### src/rtl/core/flvtd_pkg.sv
// shared constants and the script prefix table for the flv tag deframer
package flvtd_pkg;

	localparam int unsigned SIZE_W  = 25;
	localparam int unsigned STAMP_W = 32;
	localparam int unsigned SID_W   = 32;
	localparam int unsigned HCNT_W  = 4;

	localparam logic [7:0] FILE_MAGIC  = 8'h46;
	localparam logic [7:0] TYPE_SCRIPT = 8'h12;

	localparam logic [HCNT_W-1:0] FILE_HDR_LEN = 4'd13;
	localparam logic [HCNT_W-1:0] TAG_HDR_LAST = 4'd10;
	localparam logic [HCNT_W-1:0] TRAIL_LEN    = 4'd4;
	localparam logic [HCNT_W-1:0] PREFIX_LAST  = 4'd15;

	localparam logic [SIZE_W-1:0] PREFIX_LEN = 25'd16;

	// amf string "@setDataFrame" with its type marker and length
	function automatic logic [7:0] prefix_byte(input logic [3:0] idx);
		logic [7:0] b;
		begin
			case (idx)
				4'd0:    b = 8'h02;
				4'd1:    b = 8'h00;
				4'd2:    b = 8'h0D;
				4'd3:    b = 8'h40;
				4'd4:    b = 8'h73;
				4'd5:    b = 8'h65;
				4'd6:    b = 8'h74;
				4'd7:    b = 8'h44;
				4'd8:    b = 8'h61;
				4'd9:    b = 8'h74;
				4'd10:   b = 8'h61;
				4'd11:   b = 8'h46;
				4'd12:   b = 8'h72;
				4'd13:   b = 8'h61;
				4'd14:   b = 8'h6D;
				4'd15:   b = 8'h65;
				default: b = 8'h00;
			endcase
			return b;
		end
	endfunction

endpackage

### src/rtl/core/flv_tag_to_packet_deframer_unit.sv
// flv tag deframer: byte stream in, packet body words out
// timing: a body byte is registered and shows on the output in the cycle after it is accepted
// throughput: one byte per cycle; a script tag header adds a 16-word prefix burst from the
//   output register; the input is held off during the burst and while an output word stalls
// reset: arst_n clears the parser to tag start, all header fields and stream_id to zero
// no memories, no clearing pass after reset
module flv_tag_to_packet_deframer_unit
	import flvtd_pkg::*;
(
	input  logic         clk,
	input  logic         arst_n,
	// config write channel
	input  logic         cfg_valid,
	output logic         cfg_ready,
	input  logic [31:0]  cfg_data,       // stream_id
	// input byte stream
	input  logic         s_axis_tvalid,
	output logic         s_axis_tready,
	input  logic [7:0]   s_axis_tdata,   // data_byte
	// packet word stream
	output logic         m_axis_tvalid,
	input  logic         m_axis_tready,
	output logic [103:0] m_axis_tdata,   // out_byte, body_size, time_stamp, packet_stream, zero pad
	output logic [8:0]   m_axis_tuser,   // byte_valid, packet_type
	output logic         m_axis_tlast    // last
);

	typedef enum logic [2:0] {
		ST_START,
		ST_FILE,
		ST_HDR,
		ST_BODY,
		ST_TRAIL
	} phase_t;

	// parser state
	phase_t              phase_q, phase_n;
	logic [HCNT_W-1:0]   hcnt_q, hcnt_n;
	logic [7:0]          tag_type_q, tag_type_n;
	logic [SIZE_W-1:0]   size_total_q, size_total_n;
	logic [STAMP_W-1:0]  stamp_q, stamp_n;
	logic [SIZE_W-1:0]   bytes_left_q, bytes_left_n;
	logic [SID_W-1:0]    stream_id_q;

	// prefix burst sequencer
	logic                burst_q;
	logic [3:0]          burst_cnt_q;

	// result register
	logic                out_valid_q;
	logic [7:0]          out_byte_q;
	logic                byte_valid_q;
	logic                last_q;

	// combinational result of the accepted byte
	logic                res_load;
	logic [7:0]          res_byte;
	logic                res_bvalid;
	logic                res_last;
	logic                burst_start;

	logic                out_free;
	logic                s_acc;

	// output slot can take a new word this cycle
	assign out_free      = !out_valid_q || m_axis_tready;
	// header fields on the output come straight from the parser state; they only
	// change when a byte is accepted, which needs the output slot to move
	assign s_axis_tready = out_free && !burst_q;
	assign s_acc         = s_axis_tvalid && s_axis_tready;

	assign cfg_ready = 1'b1;

	assign m_axis_tvalid = out_valid_q;
	assign m_axis_tdata  = {7'd0, stream_id_q, stamp_q, size_total_q, out_byte_q};
	assign m_axis_tuser  = {tag_type_q, byte_valid_q};
	assign m_axis_tlast  = last_q;

	// next parser state and result for one accepted byte
	always_comb begin
		logic [HCNT_W-1:0] hc;
		logic              hdr;
		logic [SIZE_W-1:0] bl_dec;
		phase_n      = phase_q;
		hcnt_n       = hcnt_q;
		tag_type_n   = tag_type_q;
		size_total_n = size_total_q;
		stamp_n      = stamp_q;
		bytes_left_n = bytes_left_q;
		res_load     = 1'b0;
		res_byte     = 8'd0;
		res_bvalid   = 1'b0;
		res_last     = 1'b0;
		burst_start  = 1'b0;
		hdr          = 1'b0;
		hc           = hcnt_q;
		bl_dec       = bytes_left_q - 25'd1;
		if (s_acc) begin
			case (phase_q)
				ST_FILE: begin
					// skip the rest of the file header
					hcnt_n = hcnt_q + 4'd1;
					if (hcnt_n >= FILE_HDR_LEN) begin
						phase_n = ST_HDR;
						hcnt_n  = '0;
					end
				end
				ST_HDR: begin
					hdr = 1'b1;
				end
				ST_BODY: begin
					bytes_left_n = bl_dec;
					res_load     = 1'b1;
					res_byte     = s_axis_tdata;
					res_bvalid   = 1'b1;
					res_last     = (bl_dec == '0);
					if (bl_dec == '0) begin
						phase_n = ST_TRAIL;
						hcnt_n  = '0;
					end
				end
				ST_TRAIL: begin
					// previous tag size field, dropped
					hcnt_n = hcnt_q + 4'd1;
					if (hcnt_n >= TRAIL_LEN) begin
						phase_n = ST_START;
						hcnt_n  = '0;
					end
				end
				default: begin
					if (s_axis_tdata == FILE_MAGIC) begin
						phase_n = ST_FILE;
						hcnt_n  = 4'd1;
					end else begin
						phase_n = ST_HDR;
						hdr     = 1'b1;
						hc      = '0;
					end
				end
			endcase
		end

		if (hdr) begin
			case (hc)
				4'd0: begin
					tag_type_n   = s_axis_tdata;
					size_total_n = '0;
					stamp_n      = '0;
				end
				4'd1, 4'd2, 4'd3: begin
					size_total_n = {1'b0, size_total_q[15:0], s_axis_tdata};
				end
				4'd4, 4'd5, 4'd6: begin
					stamp_n = {8'd0, stamp_q[15:0], s_axis_tdata};
				end
				4'd7: begin
					// timestamp extension is the top byte
					stamp_n = {s_axis_tdata, stamp_q[23:0]};
				end
				default: begin
				end
			endcase
			hcnt_n = hc + 4'd1;
			if (hc == TAG_HDR_LAST) begin
				hcnt_n       = '0;
				bytes_left_n = size_total_q;
				if (tag_type_q == TYPE_SCRIPT) begin
					// first prefix word now, the rest from the burst sequencer
					size_total_n = size_total_q + PREFIX_LEN;
					burst_start  = 1'b1;
					res_load     = 1'b1;
					res_byte     = prefix_byte(4'd0);
					res_bvalid   = 1'b1;
					res_last     = 1'b0;
					phase_n      = (size_total_q == '0) ? ST_TRAIL : ST_BODY;
				end else if (size_total_q == '0) begin
					// empty body: one end marker with no byte
					res_load   = 1'b1;
					res_byte   = 8'd0;
					res_bvalid = 1'b0;
					res_last   = 1'b1;
					phase_n    = ST_TRAIL;
				end else begin
					phase_n = ST_BODY;
				end
			end
		end
	end

	// parser state, config register, result register and prefix burst
	always_ff @(posedge clk or negedge arst_n) begin
		if (!arst_n) begin
			phase_q      <= ST_START;
			hcnt_q       <= '0;
			tag_type_q   <= '0;
			size_total_q <= '0;
			stamp_q      <= '0;
			bytes_left_q <= '0;
			stream_id_q  <= '0;
			out_valid_q  <= 1'b0;
			burst_q      <= 1'b0;
			burst_cnt_q  <= '0;
			out_byte_q   <= '0;
			byte_valid_q <= 1'b0;
			last_q       <= 1'b0;
		end else begin
			phase_q      <= phase_n;
			hcnt_q       <= hcnt_n;
			tag_type_q   <= tag_type_n;
			size_total_q <= size_total_n;
			stamp_q      <= stamp_n;
			bytes_left_q <= bytes_left_n;
			if (cfg_valid && cfg_ready) begin
				stream_id_q <= cfg_data;
			end
			if (out_free) begin
				if (burst_q) begin
					// remaining prefix words; the last one closes an empty script packet
					out_valid_q  <= 1'b1;
					out_byte_q   <= prefix_byte(burst_cnt_q);
					byte_valid_q <= 1'b1;
					last_q       <= (burst_cnt_q == PREFIX_LAST) && (bytes_left_q == '0);
					burst_cnt_q  <= burst_cnt_q + 4'd1;
					if (burst_cnt_q == PREFIX_LAST) begin
						burst_q <= 1'b0;
					end
				end else if (res_load) begin
					out_valid_q  <= 1'b1;
					out_byte_q   <= res_byte;
					byte_valid_q <= res_bvalid;
					last_q       <= res_last;
					if (burst_start) begin
						burst_q     <= 1'b1;
						burst_cnt_q <= 4'd1;
					end
				end else begin
					out_valid_q <= 1'b0;
				end
			end
		end
	end

`ifndef SYNTHESIS
	// input held off for the whole prefix burst
	a_burst_blocks_input: assert property (@(posedge clk) disable iff (!arst_n)
		burst_q |-> !s_axis_tready)
		else $error("input accepted during script prefix burst");

	// an end marker without a byte always closes its packet
	a_marker_is_last: assert property (@(posedge clk) disable iff (!arst_n)
		(m_axis_tvalid && !m_axis_tuser[0]) |-> m_axis_tlast)
		else $error("empty marker without tlast");

	// every accepted body byte shows up as a word in the next cycle
	a_body_gives_word: assert property (@(posedge clk) disable iff (!arst_n)
		(s_acc && phase_q == ST_BODY) |=> (m_axis_tvalid && m_axis_tuser[0]))
		else $error("body byte lost");

	// burst counter idles at zero or runs only inside a burst
	a_burst_cnt: assert property (@(posedge clk) disable iff (!arst_n)
		(!burst_q && $past(!burst_q)) |-> (burst_cnt_q == '0 || $stable(burst_cnt_q)))
		else $error("burst counter moved outside a burst");
`endif

endmodule
### config.mk
export PLATFORM = sky130hd
export DESIGN_NAME = flv_tag_to_packet_deframer_unit
export DESIGN_NICKNAME = d
export VERILOG_FILES = /design/src/rtl/core/flvtd_pkg.sv /design/src/rtl/core/flv_tag_to_packet_deframer_unit.sv
export SDC_FILE = /design/constraint.sdc
export NUM_CORES = 1
export LEC_CHECK = 0
export ABC_AREA = 1
export ABC_CLOCK_PERIOD_IN_PS = 4590
export BUFFER_PORTS_ARGS = -buffer_cell sky130_fd_sc_hd__buf_2
export CAP_MARGIN = 0
export CORE_MARGIN = 2
export CORE_UTILIZATION = 50
export DETAILED_ROUTE_END_ITERATION = 16
export PLACE_DENSITY = 0.74
export REMOVE_ABC_BUFFERS = 1
export SYNTH_ARGS = -nofsm -noshare
export SYNTH_HDL_FRONTEND = slang
export SYNTH_SLANG_ARGS = --single-unit
### constraint.sdc
create_clock -name clk -period 4.59 [get_ports clk]
set_input_delay 0.2295 -clock clk [delete_from_list [all_inputs] [get_ports clk]]
set_output_delay 0.2295 -clock clk [all_outputs]
set_load 0.02 [all_outputs]
# [Yosys cells after proc, flatten, opt, wreduce, memory -nomap -nowiden]
# Memories as Yosys holds them, arrays and structs flattened.
# Cells that the tools add are included.
[word_totals] reg_bits=145 latch_bits=0 mem_bits_rw=0 romBits=112 in_bits=45 out_inout_bits=117 memories=1
[memory_table] memory="(no name shown)" depth=16 word_bits=7 read_ports=1 rd_ports_with_merged_regs=0 wr=0 line="flvtd_pkg.sv:23" source="case (idx)"
[op_classes] addsub=5 n_mul=0 n_div=0 n_lt_le_gt_ge=2 eq_ne=17 shifts=0 mux=71 bitwise=1 n_reduce_logical=26
[ops] operator="25-bit two-way mux" count=6
[ops] operator="32-bit one-hot mux with 3 select lines" count=1
[ops] operator="25-bit logical NOT" count=3
[ops] operator="8-bit two-way mux" count=8
[ops] operator="4-bit two-way mux" count=13
[ops] operator="25-bit one-hot mux with 2 select lines" count=1
[ops] operator="1-bit two-way mux" count=31
[ops] operator="25-bit by 5-bit adder with 25-bit output (second input constant)" count=1
[ops] operator="25-bit by 1-bit subtractor with 25-bit output (second input constant)" count=1
[ops] operator="3-bit two-way mux" count=7
[ops] operator="4-bit by 3-bit == test with 1-bit output (second input constant)" count=4
[ops] operator="4-bit one-hot mux with 4 select lines" count=1
[ops] operator="4-bit by 1-bit adder with 4-bit output (second input constant)" count=3
[ops] operator="3-bit one-hot mux with 4 select lines" count=1
[ops] operator="3-bit OR reduction" count=3
[ops] operator="4-bit by 2-bit == test with 1-bit output (second input constant)" count=2
[ops] operator="4-bit == test (second input constant)" count=2
[ops] operator="8-bit by 5-bit == test with 1-bit output (second input constant)" count=1
[ops] operator="8-bit by 7-bit == test with 1-bit output (second input constant)" count=1
[ops] operator="2-bit nonzero test" count=4
[ops] operator="3-bit by 2-bit == test with 1-bit output (second input constant)" count=2
[ops] operator="2-bit AND reduction" count=3
[ops] operator="3-bit AND reduction" count=2
[ops] operator="5-bit nonzero test" count=1
[ops] operator="17 further kinds" count=20

# [Longest topological paths before layout]
[depth] word_depth=11 depth_mapped=17

# [Least setup slack after synthesis]
# OpenSTA, ideal clock, no wires.
[synth_path] kind="reg-to-reg" start="reg out_valid_q (netlist: m_axis_tvalid)" end="reg stamp_q[27]" arrival_ns=2.140 slack_ns=2.318 path_stages_with_launch=15 path_buffers=2 cell_sequence="dfrtp_1 -> inv_1 -> nor2_2 -> nor2_2 -> nand2_2 -> inv_2 -> nand3_2 -> buf_6 -> nand2_2 -> nand4_4 -> o21ai_4 -> inv_2 -> buf_2 -> nand3_1 -> o21ai_0"
[synth_between] elab_chain_len=9 elab_cells_between_ends=15 classes_between="eq/ne: 4; mux: 3; reduce/logical: 8"
[synth_lines] item="from (decl)" line="flv_tag_to_packet_deframer_unit.sv:50" source="logic out_valid_q;"
[synth_lines] item="from (signal assigned)" line="flv_tag_to_packet_deframer_unit.sv:200" source="out_valid_q <= 1'b0;"
[synth_lines] item="from (signal assigned)" line="flv_tag_to_packet_deframer_unit.sv:219" source="out_valid_q <= 1'b1;"
[synth_lines] item="from (signal assigned)" line="flv_tag_to_packet_deframer_unit.sv:228" source="out_valid_q <= 1'b1;"
[synth_lines] item="1-bit logical NOT (*)" line="flv_tag_to_packet_deframer_unit.sv:66" source="assign out_free = !out_valid_q || m_axis_tready;"
[synth_lines] item="1-bit logical OR (*)" line="flv_tag_to_packet_deframer_unit.sv:66"
[synth_lines] item="1-bit logical AND (*)" line="flv_tag_to_packet_deframer_unit.sv:69" source="assign s_axis_tready = out_free && !burst_q;"
[synth_lines] item="net s_axis_tready" line="flv_tag_to_packet_deframer_unit.sv:18" source="output logic s_axis_tready,"
[synth_lines] item="1-bit logical AND (*)" line="flv_tag_to_packet_deframer_unit.sv:70" source="assign s_acc = s_axis_tvalid && s_axis_tready;"
[synth_lines] item="4-bit two-way mux" line="flv_tag_to_packet_deframer_unit.sv:98" source="if (s_acc) begin"
[synth_lines] item="4-bit by 3-bit == test with 1-bit output" line="flv_tag_to_packet_deframer_unit.sv:144" source="case (hc)"
[synth_lines] item="3-bit OR reduction" line="flv_tag_to_packet_deframer_unit.sv:144"
[synth_lines] item="3-bit nonzero test (no source line)"
[synth_lines] item="2-bit AND reduction (no source line)"
[synth_lines] item="to (signal assigned)" line="flv_tag_to_packet_deframer_unit.sv:211" source="stamp_q <= stamp_n;"
[synth_lines] item="to (decl)" line="flv_tag_to_packet_deframer_unit.sv:41" source="logic [STAMP_W-1:0] stamp_q, stamp_n;"
# The timed path passes the listed nets; every way through them passes the cells marked *.
# A chain may end at the register's enable or synchronous reset.

# [Worst setup path in the final report]
[layout_path] start="reg burst_q" end="reg bytes_left_q[0]"
[layout_between] elab_chain_len=7 elab_cells_between_ends=9 classes_between="eq/ne: 1; mux: 5; reduce/logical: 3"
[layout_lines] item="from (decl)" line="flv_tag_to_packet_deframer_unit.sv:46" source="logic burst_q;"
[layout_lines] item="from (signal assigned)" line="flv_tag_to_packet_deframer_unit.sv:201" source="burst_q <= 1'b0;"
[layout_lines] item="from (signal assigned)" line="flv_tag_to_packet_deframer_unit.sv:225" source="burst_q <= 1'b0;"
[layout_lines] item="from (signal assigned)" line="flv_tag_to_packet_deframer_unit.sv:233" source="burst_q <= 1'b1;"
[layout_lines] item="1-bit logical NOT (*)" line="flv_tag_to_packet_deframer_unit.sv:69"
[layout_lines] item="1-bit logical AND (*)" line="flv_tag_to_packet_deframer_unit.sv:69"
[layout_lines] item="1-bit logical AND (*)" line="flv_tag_to_packet_deframer_unit.sv:70"
[layout_lines] item="4-bit two-way mux" line="flv_tag_to_packet_deframer_unit.sv:98"
[layout_lines] item="4-bit == test" line="flv_tag_to_packet_deframer_unit.sv:164" source="if (hc == TAG_HDR_LAST) begin"
[layout_lines] item="25-bit two-way mux" line="flv_tag_to_packet_deframer_unit.sv:164"
[layout_lines] item="25-bit two-way mux (*)" line="flv_tag_to_packet_deframer_unit.sv:143" source="if (hdr) begin"
[layout_lines] item="net bytes_left_n[0]" line="flv_tag_to_packet_deframer_unit.sv:42" source="logic [SIZE_W-1:0] bytes_left_q, bytes_left_n;"
[layout_lines] item="to (signal assigned)" line="flv_tag_to_packet_deframer_unit.sv:212" source="bytes_left_q <= bytes_left_n;"
[layout_lines] item="to (decl)" line="flv_tag_to_packet_deframer_unit.sv:42"
# Marked as above.

==> metrics.yaml <==
yosys:
  synth_edf_count: 0
  yosysWarningCount: 0
  synth_area_leaders: "dfrtp_1 (45%), nand2_1 (13%), o21ai_0 (5.7%)"
  synth_top_area_share_pct: 44.80
  synthArstFlopShare_pct: 100.0
  synth_cell_types: 40
  syn_avg_cell_area_sq_um: 7.825
  ys.flop_type: "dfrtp_1"
  ys_ff_latch: 145
  synth_top_area_cell: "dfrtp_1"
  syn-instance-count: 1035
  synth_area_sq_mm: 0.008099
  yosysSeqAreaShare_pct: 44.80
setup_path:
  crit_arrival_ns: 3.38
  r2r-start: "burst_q"
  r2r_end: "bytes_left_q[0]"
  r2r_cells: 12
  end_kind: "register"
  r2r_slack_ns: 1.51
  crit_type: "register to register"
  worst-path-max-fanout: 37
  required_ns: 4.89
  startpoint_type: "register"
  crit_path_start: "burst_q"
global_route:
  grt_use_met3_pct: 5.633
  antenna_found_initial: 0
  grt.total_usage_pct: 26.12
  grt_pass1_wl_mm: 36.14
  met1_usage_pct: 33.10
  overflow: 0
  grt_pass1_vias: 7086
  grt_max_degree: 107
  grt-busiest-layer: "met2"
  met2_usage_pct: 43.45
pwr:
  p_comb_share_pct: 43.6
  p_leak_nw: 4.850
  p_int_w: 0.003285
  swShare_pct: 45.04
  switchingPower_w: 0.002692
  p_per_area_mw_per_mm2: 626.1
  p_clk_share_pct: 22.7
  ir_drop_v: 0.0002915
  seq_power_share_pct: 33.7
sta:
  clock_skew_ns: 0.007378
  layout_setup_ws_ns: 1.510
  rsz0062_at_grt: "no"
  fmax_ghz: 0.3247
  timing.final.crit_share_pct: 67.10
  drv_slew: 0
  timing.setup.tns_ns: 0
  setup_viol: 0
  finalHoldViolCount: 0
  relSlewSlack_pct: 34.51
  tightest_slew_ns: 0.9824
  post-route-min-period_ns: 3.080
cts:
  cts_max_level: 4
  cts_buffers: 17
  cts_sinks: 145
  path_clk_slew_ns: 0.06
  cts_tree: "built"
  clk_root_buffer_cell: "clkbuf_16"
  clk_path_buf_depth: 2
  clock_latency_ns: 0.42
status:
  status: "finished clean"
route:
  via_per_inst: 5.356
  drt_iter0_drc: 673
  drc_errors: 0
  vias: 7514
  drtAntennaViolNets: 0
  wirelength_mm: 22.37
  wire_per_inst_microns: 15.95
  first_pass_iters: 5
layout:
  nets: 1235
  n_antenna_cell: 0
  drive_gt1_share_pct: 21.23
  area_growth_pct: 17.86
hold_path:
  whs_path_depth: 2
  hold_start: "cfg_data[11]"
  hold_path_end: "stream_id_q[11]"
  min_path_type: "primary input to register"
die:
  die_y_microns: 131.3
  core_area_sq_mm: 0.01589
  initial_utilization_pct: 50.98
  fp-row-count: 46
  ioPinCount: 162
  die_w_microns: 131.3
  die_area_sq_mm: 0.01723
placement:
  dp_slack_ns: 1.576
  dp.final_hpwl_mm: 16.32
  routabilityCongestion: 0.9661
  port_buffers: 153
job:
  maxCapViolations: 0
## layer usage
layer | up-vias | part of all wire (%)
met5 | - | 0
li1 | 3661 | -
met4 | 0 | 3.2
met2 | 274 | 49
met1 | 3517 | 41
met3 | 62 | 6.4
## state kept, by name, summed over array words and instances (netlist names)
signal / count
burst_cnt_q: 4
burst_q: 1
byte_valid_q: 1
bytes_left_q: 25
hcnt_q: 4
m_axis_tlast: 1
m_axis_tvalid: 1
out_byte_q: 8
phase_q: 3
size_total_q: 25
stamp_q: 32
stream_id_q: 32
tag_type_q: 8
## worst max-delay path by stage
stage                           end
floorplan           bytes_left_q[0]
global placement    bytes_left_q[0]
detailed placement  bytes_left_q[0]
CTS                 bytes_left_q[0]
global route        bytes_left_q[0]
finish              bytes_left_q[0]
## logic make-up after synthesis
| family | synth area share (%) |
|---|---|
| AND/OR/NAND/NOR | 26.82 |
| flip-flops | 44.80 |
| adder cells (fa/ha/maj) | 2.163 |
| other | 0.09273 |
| AO/OA/AOI/OAI | 11.99 |
| buffers and inverters | 7.848 |
| multiplexers | 4.449 |
| XOR/XNOR | 1.838 |
## synth_stat cells (9+ instances only)
cell        n
buf_4      12
o221ai_1    9
mux2_2     32
a21oi_1    21
nand3_1    76
ha_1       14
nand4_1    15
nor3_1     13
nor2_1     93
inv_1     103
clkbuf_1   13
dfrtp_1   145
o21ai_1    12
buf_2      10
nand2_1   289
xor2_1     15
o21ai_0    92
## stage by stage
| step | hold slack [ns] | power (W) | std cells | util, % | instance area [sq um] |
|---|---|---|---|---|---|
| floorplan | -0.06609 | 0.003757 | 1000 | - | 7895 |
| global placement | 0.4349 | 0.004545 | 1372 | 56.42 | 8962 |
| detailed placement | 0.4349 | 0.004589 | 1372 | 56.42 | 8962 |
| CTS | 0.03215 | 0.005962 | 1403 | 60.09 | 9545 |
| global route | 0.03204 | 0.006388 | 1403 | 60.09 | 9545 |
| finish | 0.03837 | 0.005976 | 1403 | 60.09 | 9545 |
## worst max-delay path: stages, from the launching register on
cell     delay [ns]
dfrtp_1        0.56
nor2_2         0.10
nand2_2        0.16
inv_2          0.08
nand3_2        0.21
nand2_2        0.23
inv_1          0.34
nor2_4         0.12
inv_1          0.63
buf_4          0.30
o21ai_0        0.09
o21ai_0        0.08
inv_1          0.05
## power by group through the flow
stage	combinational (W)	clock, W	sequential [W]
after floorplan	0.00152	0	0.00224
after global placement	0.00253	0	0.00202
after detailed placement	0.00257	0	0.00202
after CTS	0.00259	0.00137	0.00200
after global routing	0.00290	0.00142	0.00206
final	0.00261	0.00136	0.00201
## repair_timing
item | 4_1_cts | 5_1_grt
hold buffers | 1 | 0
hold endpoints to repair | 6 | 0
buffers inserted | 0 | 0
resized for setup | 0 | 0
## layout make-up
type | count | area (sq um)
Fill cell | 1485 | 6340
Clock inverter | 5 | 77.57
Clock buffer | 25 | 495.5
Timing Repair Buffer | 157 | 804.5
Sequential cell | 145 | 3628
Multi-Input combinational cell | 746 | 3860
Inverter | 109 | 409.1
Tap cell | 216 | 270.3
## cell usage in the layout, fill, tap and decap left out, drive strengths merged, types with 3 or more instances in the layout
| master | Yosys | routed |
|---|---|---|
| nor4 | 4 | 4 |
| o21ai | 105 | 105 |
| o211ai | 6 | 6 |
| nand2 | 298 | 298 |
| o31ai | 8 | 8 |
| inv | 109 | 109 |
| conb | 2 | 8 |
| mux2 | 32 | 32 |
| ha | 14 | 14 |
| buf | 28 | 156 |
| o2111ai | 3 | 3 |
| dfrtp | 145 | 145 |
| xor2 | 15 | 15 |
| nand4 | 16 | 16 |
| o221ai | 9 | 9 |
| nor2 | 103 | 103 |
| a21oi | 22 | 22 |
| nand3 | 77 | 77 |
| nor3 | 13 | 13 |
| clkbuf | 13 | 25 |
| o22ai | 6 | 6 |
No activity file was read; power rests on OpenSTA's default activity.
